===== src/rtl/sctok_pkg.sv =====
// ----------------------------------------------------------------------------
// sctok_pkg
// Shared types, constants and helpers for the shell command tokenizer.
// ----------------------------------------------------------------------------
package sctok_pkg;

   localparam int MAX_TOKENS = 1024;
   localparam int CNT_W      = $clog2(MAX_TOKENS + 1);
   localparam int NUM_W      = 10;
   localparam int WIDE_W     = CNT_W + NUM_W;
   localparam int QUEUE_DEPTH = 2;

   localparam logic [NUM_W-1:0] FIELD_TOP = '1;
   localparam logic [CNT_W-1:0] LIMIT_TOP = CNT_W'(MAX_TOKENS - 1);
   localparam logic [CNT_W-1:0] MAX_CNT   = CNT_W'(MAX_TOKENS);

   localparam logic [7:0] CH_LT    = 8'h3C;
   localparam logic [7:0] CH_GT    = 8'h3E;
   localparam logic [7:0] CH_PIPE  = 8'h7C;
   localparam logic [7:0] CH_SPACE = 8'h20;
   localparam logic [7:0] CH_TAB   = 8'h09;
   localparam logic [7:0] CH_NL    = 8'h0A;
   localparam logic [7:0] CH_SQUOTE = 8'h27;
   localparam logic [7:0] CH_DQUOTE = 8'h22;

   typedef enum logic [1:0] {
      KIND_WORD  = 2'd0,
      KIND_QUOTE = 2'd1,
      KIND_OPER  = 2'd2
   } kind_type;

   typedef enum logic [1:0] {
      ST_OK        = 2'd0,
      ST_OPEN_QUOTE = 2'd1,
      ST_SATURATED = 2'd2
   } status_type;

   typedef enum logic [1:0] {
      MODE_IDLE  = 2'd0,
      MODE_WORD  = 2'd1,
      MODE_QUOTE = 2'd2,
      MODE_OPER  = 2'd3
   } mode_type;

   typedef enum logic [2:0] {
      CLS_BLANK = 3'd0,
      CLS_QUOTE = 3'd1,
      CLS_OPER  = 3'd2,
      CLS_OTHER = 3'd3,
      CLS_EOL   = 3'd4
   } class_type;

   typedef struct packed {
      logic [7:0] character;
      logic       end_of_line;
   } req_type;

   typedef struct packed {
      logic [7:0]       out_char;
      logic [1:0]       token_kind;
      logic             new_token;
      logic [NUM_W-1:0] token_number;
      logic             line_done;
      logic [1:0]       status;
   } rsp_type;

   typedef struct packed {
      logic [7:0] character;
      class_type  cls;
   } entry_type;

   function automatic logic [NUM_W-1:0] cap_field(logic [CNT_W-1:0] v);
      logic [WIDE_W-1:0] wide;
      wide = WIDE_W'(v);
      return (wide > WIDE_W'(FIELD_TOP)) ? FIELD_TOP : wide[NUM_W-1:0];
   endfunction

endpackage


===== src/rtl/sctok_front.sv =====
// ----------------------------------------------------------------------------
// sctok_front
// Accepts request words and classifies each character for the lexer.
// ----------------------------------------------------------------------------
module sctok_front (
   input  logic                 req_valid,
   output logic                 req_ready,
   input  sctok_pkg::req_type   req_payload,
   input  logic                 q_ready,
   output logic                 q_push,
   output sctok_pkg::entry_type q_entry
);

   sctok_pkg::class_type cls;
   logic [7:0]           ch;

   assign ch = req_payload.character;

   always_comb begin
      if (req_payload.end_of_line) begin
         cls = sctok_pkg::CLS_EOL;
      end else if (ch == sctok_pkg::CH_SPACE || ch == sctok_pkg::CH_TAB ||
                   ch == sctok_pkg::CH_NL) begin
         cls = sctok_pkg::CLS_BLANK;
      end else if (ch == sctok_pkg::CH_SQUOTE || ch == sctok_pkg::CH_DQUOTE) begin
         cls = sctok_pkg::CLS_QUOTE;
      end else if (ch == sctok_pkg::CH_LT || ch == sctok_pkg::CH_GT ||
                   ch == sctok_pkg::CH_PIPE) begin
         cls = sctok_pkg::CLS_OPER;
      end else begin
         cls = sctok_pkg::CLS_OTHER;
      end
   end

   assign req_ready         = q_ready;
   assign q_push            = req_valid & q_ready;
   assign q_entry.character = ch;
   assign q_entry.cls       = cls;

endmodule


===== src/rtl/sctok_queue.sv =====
// ----------------------------------------------------------------------------
// sctok_queue
// Two-entry queue between classifier and lexer; push and pop may happen in the same cycle.
// ----------------------------------------------------------------------------
module sctok_queue (
   input  logic                 clock,
   input  logic                 reset,
   input  logic                 push,
   input  sctok_pkg::entry_type push_entry,
   output logic                 push_ready,
   input  logic                 pop,
   output logic                 head_valid,
   output sctok_pkg::entry_type head_entry
);

   localparam int PTR_W = $clog2(sctok_pkg::QUEUE_DEPTH);
   localparam int FILL_W = $clog2(sctok_pkg::QUEUE_DEPTH + 1);

   sctok_pkg::entry_type slot_ff [sctok_pkg::QUEUE_DEPTH];
   logic [PTR_W-1:0]  wr_ptr_ff, wr_ptr_in;
   logic [PTR_W-1:0]  rd_ptr_ff, rd_ptr_in;
   logic [FILL_W-1:0] fill_ff, fill_in;
   logic              do_push, do_pop;

   assign push_ready = (fill_ff != FILL_W'(sctok_pkg::QUEUE_DEPTH));
   assign head_valid = (fill_ff != '0);
   assign head_entry = slot_ff[rd_ptr_ff];
   assign do_push    = push & push_ready;
   assign do_pop     = pop & head_valid;

   always_comb begin
      wr_ptr_in = wr_ptr_ff;
      rd_ptr_in = rd_ptr_ff;
      fill_in   = fill_ff;
      if (do_push) begin
         wr_ptr_in = (wr_ptr_ff == PTR_W'(sctok_pkg::QUEUE_DEPTH - 1)) ? '0 :
                     wr_ptr_ff + PTR_W'(1);
      end
      if (do_pop) begin
         rd_ptr_in = (rd_ptr_ff == PTR_W'(sctok_pkg::QUEUE_DEPTH - 1)) ? '0 :
                     rd_ptr_ff + PTR_W'(1);
      end
      if (do_push && !do_pop) begin
         fill_in = fill_ff + FILL_W'(1);
      end else if (!do_push && do_pop) begin
         fill_in = fill_ff - FILL_W'(1);
      end
   end

   always_ff @(posedge clock) begin
      if (reset) begin
         wr_ptr_ff <= '0;
         rd_ptr_ff <= '0;
         fill_ff   <= '0;
      end else begin
         wr_ptr_ff <= wr_ptr_in;
         rd_ptr_ff <= rd_ptr_in;
         fill_ff   <= fill_in;
      end
   end

   always_ff @(posedge clock) begin
      if (do_push) begin
         slot_ff[wr_ptr_ff] <= push_entry;
      end
   end

endmodule


===== src/rtl/sctok_back.sv =====
// ----------------------------------------------------------------------------
// sctok_back
// Lexer state machine: tracks token mode and count, registers result words.
// ----------------------------------------------------------------------------
module sctok_back (
   input  logic                 clock,
   input  logic                 reset,
   input  logic                 head_valid,
   input  sctok_pkg::entry_type head_entry,
   output logic                 pop,
   output logic                 rsp_valid,
   input  logic                 rsp_ready,
   output sctok_pkg::rsp_type   rsp_payload
);

   sctok_pkg::mode_type          mode_ff, mode_in;
   logic [7:0]                   open_quote_ff, open_quote_in;
   logic [7:0]                   op_char_ff, op_char_in;
   logic [1:0]                   op_len_ff, op_len_in;
   logic [sctok_pkg::CNT_W-1:0]  count_ff, count_in;
   logic                         sat_ff, sat_in;
   logic                         rsp_valid_ff, rsp_valid_in;
   sctok_pkg::rsp_type           rsp_payload_ff, rsp_payload_in;

   logic [sctok_pkg::NUM_W-1:0]  cur_idx, start_idx;
   logic [sctok_pkg::CNT_W-1:0]  start_count;
   logic                         start_sat, has_room;
   logic [7:0]                   ch;
   sctok_pkg::rsp_type           res;

   assign ch   = head_entry.character;
   assign pop  = head_valid & (~rsp_valid_ff | rsp_ready);
   assign has_room = (count_ff < sctok_pkg::MAX_CNT);

   always_comb begin
      if (sat_ff) begin
         cur_idx = sctok_pkg::cap_field(sctok_pkg::LIMIT_TOP);
      end else if (count_ff == '0) begin
         cur_idx = '0;
      end else begin
         cur_idx = sctok_pkg::cap_field(count_ff - sctok_pkg::CNT_W'(1));
      end
      start_idx   = has_room ? sctok_pkg::cap_field(count_ff) :
                               sctok_pkg::cap_field(sctok_pkg::LIMIT_TOP);
      start_count = has_room ? count_ff + sctok_pkg::CNT_W'(1) : count_ff;
      start_sat   = has_room ? sat_ff : 1'b1;
   end

   always_comb begin
      mode_in        = mode_ff;
      open_quote_in  = open_quote_ff;
      op_char_in     = op_char_ff;
      op_len_in      = op_len_ff;
      count_in       = count_ff;
      sat_in         = sat_ff;
      rsp_valid_in   = rsp_valid_ff & ~rsp_ready;
      rsp_payload_in = rsp_payload_ff;
      res            = '0;
      res.out_char   = ch;
      if (pop) begin
         rsp_valid_in = 1'b1;
         if (head_entry.cls == sctok_pkg::CLS_EOL) begin
            res.out_char     = '0;
            res.token_number = sctok_pkg::cap_field(count_ff);
            res.line_done    = 1'b1;
            if (mode_ff == sctok_pkg::MODE_QUOTE) begin
               res.status = sctok_pkg::ST_OPEN_QUOTE;
            end else if (sat_ff) begin
               res.status = sctok_pkg::ST_SATURATED;
            end else begin
               res.status = sctok_pkg::ST_OK;
            end
            mode_in       = sctok_pkg::MODE_IDLE;
            open_quote_in = '0;
            op_char_in    = '0;
            op_len_in     = '0;
            count_in      = '0;
            sat_in        = 1'b0;
         end else if (mode_ff == sctok_pkg::MODE_QUOTE) begin
            res.token_kind   = sctok_pkg::KIND_QUOTE;
            res.token_number = cur_idx;
            if (ch == open_quote_ff) begin
               mode_in       = sctok_pkg::MODE_IDLE;
               open_quote_in = '0;
            end
         end else begin
            unique case (head_entry.cls)
               sctok_pkg::CLS_BLANK: begin
                  rsp_valid_in = 1'b0;
                  mode_in      = sctok_pkg::MODE_IDLE;
                  op_char_in   = '0;
                  op_len_in    = '0;
               end
               sctok_pkg::CLS_QUOTE: begin
                  mode_in          = sctok_pkg::MODE_QUOTE;
                  open_quote_in    = ch;
                  op_char_in       = '0;
                  op_len_in        = '0;
                  count_in         = start_count;
                  sat_in           = start_sat;
                  res.token_kind   = sctok_pkg::KIND_QUOTE;
                  res.new_token    = 1'b1;
                  res.token_number = start_idx;
               end
               sctok_pkg::CLS_OPER: begin
                  res.token_kind = sctok_pkg::KIND_OPER;
                  if (mode_ff == sctok_pkg::MODE_OPER && op_len_ff == 2'd1 &&
                      op_char_ff == ch && ch != sctok_pkg::CH_PIPE) begin
                     op_len_in        = 2'd2;
                     res.token_number = cur_idx;
                  end else begin
                     mode_in          = sctok_pkg::MODE_OPER;
                     op_char_in       = ch;
                     op_len_in        = 2'd1;
                     count_in         = start_count;
                     sat_in           = start_sat;
                     res.new_token    = 1'b1;
                     res.token_number = start_idx;
                  end
               end
               default: begin
                  res.token_kind = sctok_pkg::KIND_WORD;
                  if (mode_ff == sctok_pkg::MODE_WORD) begin
                     res.token_number = cur_idx;
                  end else begin
                     mode_in          = sctok_pkg::MODE_WORD;
                     op_char_in       = '0;
                     op_len_in        = '0;
                     count_in         = start_count;
                     sat_in           = start_sat;
                     res.new_token    = 1'b1;
                     res.token_number = start_idx;
                  end
               end
            endcase
         end
         if (rsp_valid_in) begin
            rsp_payload_in = res;
         end
      end
   end

   always_ff @(posedge clock) begin
      if (reset) begin
         mode_ff       <= sctok_pkg::MODE_IDLE;
         open_quote_ff <= '0;
         op_char_ff    <= '0;
         op_len_ff     <= '0;
         count_ff      <= '0;
         sat_ff        <= 1'b0;
         rsp_valid_ff  <= 1'b0;
      end else begin
         mode_ff       <= mode_in;
         open_quote_ff <= open_quote_in;
         op_char_ff    <= op_char_in;
         op_len_ff     <= op_len_in;
         count_ff      <= count_in;
         sat_ff        <= sat_in;
         rsp_valid_ff  <= rsp_valid_in;
      end
   end

   always_ff @(posedge clock) begin
      rsp_payload_ff <= rsp_payload_in;
   end

   assign rsp_valid   = rsp_valid_ff;
   assign rsp_payload = rsp_payload_ff;

   a_eol_clears: assert property (@(posedge clock) disable iff (reset)
      pop && head_entry.cls == sctok_pkg::CLS_EOL |=>
         mode_ff == sctok_pkg::MODE_IDLE && count_ff == '0 && !sat_ff)
      else $error("line end did not clear lexer state");

   a_quote_held: assert property (@(posedge clock) disable iff (reset)
      (mode_ff == sctok_pkg::MODE_QUOTE) == (open_quote_ff != '0))
      else $error("open quote inconsistent with mode");

   a_oper_len: assert property (@(posedge clock) disable iff (reset)
      op_len_ff != 2'd0 |-> mode_ff == sctok_pkg::MODE_OPER ||
                            mode_ff == sctok_pkg::MODE_QUOTE)
      else $error("operator length outside operator token");

   a_sat_count: assert property (@(posedge clock) disable iff (reset)
      sat_ff |-> count_ff == sctok_pkg::MAX_CNT)
      else $error("saturation flag without full count");

endmodule


===== src/rtl/shell_command_tokenizer_unit.sv =====
// ----------------------------------------------------------------------------
// shell_command_tokenizer_unit
// Streams a command line one character per word and tags each character
// with its token kind, start flag and token index; line end reports status.
// ----------------------------------------------------------------------------
// Sustained rate is one character per clock with no gaps while the receiver
// keeps rsp_ready high. A request word is classified and written into a
// two-entry queue on the edge it is accepted; the lexer pops it once the
// result register is free or being taken and loads its result word there,
// where it is presented until taken. The lexer's mode and token-count update
// sets the rate. Blank characters outside quotes are consumed without
// producing a result word.
module shell_command_tokenizer_unit (
   input  logic                clock,
   input  logic                reset,
   input  logic                req_valid,
   output logic                req_ready,
   input  sctok_pkg::req_type  req_payload,
   output logic                rsp_valid,
   input  logic                rsp_ready,
   output sctok_pkg::rsp_type  rsp_payload
);

   logic                 q_ready, q_push, q_pop, q_head_valid;
   sctok_pkg::entry_type q_entry, q_head;

   sctok_front u_front (
      .req_valid   (req_valid),
      .req_ready   (req_ready),
      .req_payload (req_payload),
      .q_ready     (q_ready),
      .q_push      (q_push),
      .q_entry     (q_entry)
   );

   sctok_queue u_queue (
      .clock      (clock),
      .reset      (reset),
      .push       (q_push),
      .push_entry (q_entry),
      .push_ready (q_ready),
      .pop        (q_pop),
      .head_valid (q_head_valid),
      .head_entry (q_head)
   );

   sctok_back u_back (
      .clock       (clock),
      .reset       (reset),
      .head_valid  (q_head_valid),
      .head_entry  (q_head),
      .pop         (q_pop),
      .rsp_valid   (rsp_valid),
      .rsp_ready   (rsp_ready),
      .rsp_payload (rsp_payload)
   );

endmodule


===== config.mk =====
export PLATFORM = sky130hd
export DESIGN_NAME = shell_command_tokenizer_unit
export DESIGN_NICKNAME = d
export VERILOG_FILES = /design/src/rtl/sctok_pkg.sv /design/src/rtl/sctok_front.sv /design/src/rtl/sctok_queue.sv /design/src/rtl/sctok_back.sv /design/src/rtl/shell_command_tokenizer_unit.sv
export SDC_FILE = /design/constraint.sdc
export NUM_CORES = 1
export LEC_CHECK = 0
export ABC_CLOCK_PERIOD_IN_PS = 3900
export BUFFER_PORTS_ARGS = -buffer_cell sky130_fd_sc_hd__clkbuf_2
export CAP_MARGIN = 20
export CELL_PAD_IN_SITES_DETAIL_PLACEMENT = 0
export CELL_PAD_IN_SITES_GLOBAL_PLACEMENT = 1
export CORE_ASPECT_RATIO = 1.75
export CORE_UTILIZATION = 25
export CTS_CLUSTER_SIZE = 20
export DETAILED_ROUTE_END_ITERATION = 12
export PLACE_DENSITY = 0.45
export SYNTH_ARGS = -nofsm -noshare
export SYNTH_HDL_FRONTEND = slang
export SYNTH_SLANG_ARGS = --single-unit

===== constraint.sdc =====
create_clock -name clock -period 3.9 [get_ports clock]
set_clock_uncertainty 0.2 [all_clocks]
set_input_delay 0.78 -clock clock [delete_from_list [all_inputs] [get_ports clock]]
set_output_delay 0.78 -clock clock [all_outputs]
set_load 0.05 [all_outputs]

==> results by group <==
Clock network
  • CTS tree: yes
  • Post-CTS sizing: 0
  • Root buffer cell: clkbuf_16
  • Setup bufs post-CTS: 0
  • Number of hold buffers added after CTS: 0
  • Clk_lat worst skew: 0.34 ns
  • Clock transition at the registers of the reported paths: 0.07 ns
  • Clock Path Buffers: 2
  • CTS sink cnt: 84
  • Num CTS Buffers: 9
  • H-tree lvl count: 3

STA
  • Relative slew slack: 0.3146
  • Fin crit share: 0.8126
  • Period minus WS final: 3.169 ns
  • Slew Limit Fails: 0
  • # setup viols final: 0
  • Final Hold Fails: 0
  • Worst Max-Slew Pin Slew: ~1.0 ns
  • Worst Slack Setup Final: approximately 0.73 ns
  • RSZ-0062 raised after global routing: false
  • FMAX: 315.5 MHz
  • Final setup TNS: 0 ns

Place
  • RePlAce Congestion: 0.7689
  • Port bufs: 38
  • Post-DP HPWL: roughly 9000 µm
  • Dpl ws: 0.6663 ns

Floorplan
  • Num rows: 62
  • Die height: roughly 170 µm
  • Num ports: 39
  • Core box area: 16450 µm²
  • Die width: 100.1 µm
  • Die area: around 17000 µm²
  • Initial core utilization: 0.2559

Setup path
  • CP Class: reg2reg
  • Worst path top cell family by delay: compound AO/OA/AOI/OAI gates
  • Crit. End Element: flip-flop
  • Buffer and inverter count on the worst path: 1
  • Slowest CP cell: a21oi_2
  • CP startpoint kind: flip-flop
  • Max FO, Critical Path: 21
  • Crit path largest cell delay: 0.55 ns
  • Worst-path cell chain: buf_4, mux2i_1, xnor2_1, nor4_1, nand4_1, a21oi_2, o21bai_1, nand3_1
  • FF-to-FF setup slack: 0.73 ns
  • CP arrival: 3.06 ns
  • CP required: 3.79 ns

Global route
  • Pin count of the biggest net entering global routing: 25
  • Met2 GRT Util: 0.2925
  • Met3 Usage GRT: 0.02056
  • Grt met1 use: 0.1350
  • Global-route usage over all layers: 0.1437
  • First-pass GRT wire length: about 19000 µm
  • Initial antenna violation count: 0
  • GR peak layer: met2
  • Vias in the first global route: 3345
  • Gr ovfl total: 0

Detailed routing
  • Antenna Nets Post-Route: 0
  • WL/cell: 16.93 µm
  • DR vias: 3281
  • 1st-iter DRT viols: 155
  • # DRC: 0
  • Post-Route WL: approximately 12000 µm
  • Vias per cell: between 4 and 5
  • DRT Pass-1 Iters: 4

Run
  • Max Cap Violations: 0

Power and ir drop
  • P_leak: 1.763 nW
  • Peak supply drop: 0.2420 mV
  • Power per cell area: 799.9 nW/µm²
  • Total power: roughly 4 mW

Finish
  • Layout cell share with drive strength beyond 1: 0.1767
  • Sequential Area: 2142 µm²
  • Final nets: 475
  • Synth-to-layout area growth: 17.75%
  • N_diodes: 0
  • Final core occ: 0.3013
  • Area of the multi-input gates: 1918 µm²
  • FILL cells: between 1500 and 2000
  • Most frequent cells in the layout: nor2_1, edfxtp_1, dfxtp_1, clkbuf_2, nand2_1
  • Most common cell after layout, fill and taps aside: nor2_1

Synthesis
  • Register bit total from synthesis: 84
  • Register area share after synthesis: 0.5091
  • Async SR Flop Fraction: 0
  • Count of flip-flops with a built-in enable after synthesis: 46
  • Post-synth top area share: 0.3283
  • Mapped Cells: 423
  • Yosys Warn Count: 0
  • Post-synth cell types: 56
  • Mean post-synth cell area: approximately 9.9 µm²
  • Leading area contributor after synthesis: edfxtp_1
  • Post-Syn Nets: 439
  • Ys flop type: edfxtp_1
  • Top post-synthesis cells by area: edfxtp_1, dfxtp_1, nor2_1, xnor2_1, nand2_1
  • Cell area after synthesis: 4208 µm²

Min path
  • Worst hold path class: reg2reg

Outcome
  • Status: finished, final reports clean
==> power breakdown <==
part	internal, mW	switching [mW]
clock	0.565	0.373
sequential	1.21	0.0971
combinational	0.496	1.22
==> path summary, 6_finish.rpt <==
| path | start | cells after the start | end |
|---|---|---|---|
| setup reg to reg | flip-flop | 8 | u_back.rsp_payload[6] |
| hold reg to reg | u_back.op_len_ff[1] | 2 | u_back.op_len_ff[1] |
| hold / removal | u_back.op_len_ff[1] | 2 | u_back.op_len_ff[1] |
| setup / recovery | flip-flop | 8 | u_back.rsp_payload[6] |
==> per-stage QoR <==
| stage | cell area [µm²] | cells | hold slack [ns] |
|---|---|---|---|
| floorplan | 4208 | 423 | 0.2266 |
| global placement | 4632 | 672 | 0.2448 |
| detailed placement | 4632 | 672 | 0.2416 |
| CTS | 4955 | 688 | 0.2491 |
| global route | 4955 | 688 | 0.2894 |
| finish | 4955 | 688 | 0.2444 |
==> synth_stat cells, drive strengths merged, types with 4 or more instances <==
master and instances:
nor2 60, edfxtp 46, dfxtp 38, nand2 33, a21oi 26, o21ai 22
xnor2 20, nand3 16, mux2i 15, clkbuf 13, inv 11, nand4 9
nor3 9, buf 8, nor2b 8, a32o 7, nand2b 7, nor4 7
or3 7, o22ai 6, xor2 6, nand4b 4, or4 4
==> state kept, by name, summed over array words and instances (netlist names), 2 cells and up, named ones only <==
| signal | cells |
|---|---|
| u_back.open_quote_ff | 8 |
| u_queue.slot_ff | 22 |
| u_queue.fill_ff | 2 |
| u_back.op_len_ff | 2 |
| u_back.count_ff | 11 |
| u_back.mode_ff | 2 |
| u_back.rsp_payload | 24 |
| u_back.op_char_ff | 8 |
==> worst register-to-register path: cells and delay by family, from the launching register on <==
kind	cells	cell delay [ns]
AO/OA/AOI/OAI	2	0.75
AND/OR/NAND/NOR	3	0.67
multiplexers	1	0.54
flip-flops	1	0.31
buffers and inverters	1	0.28
XOR/XNOR	1	0.18
==> metal layers <==
metal / part of all wire / up-vias / wire length (µm)
li1: - / 1607 / -
met3: 0.019 / 21 / 223
met5: 0 / - / 0
met4: 0.028 / 0 / 330
met1: 0.36 / 1596 / 4163
met2: 0.60 / 57 / 6933
==> area by class of cell <==
class	instances	area share
sequential	84	0.4323
multi-input combinational	307	0.3871
tap	224	0.05657
timing repair buffer	46	0.05051
clock buffer	9	0.04545
clock inverter	7	0.01970
inverter	11	0.008333
==> cells by family after synthesis <==
logic type | Yosys count | synth area share
AO/OA/AOI/OAI | 84 | 0.1341
XOR/XNOR | 26 | 0.05412
adder cells (fa/ha/maj) | 3 | 0.008922
buffers and inverters | 32 | 0.03509
flip-flops | 84 | 0.5091
multiplexers | 17 | 0.04371
AND/OR/NAND/NOR | 177 | 0.2150
Power figures use the tool's default switching activity.
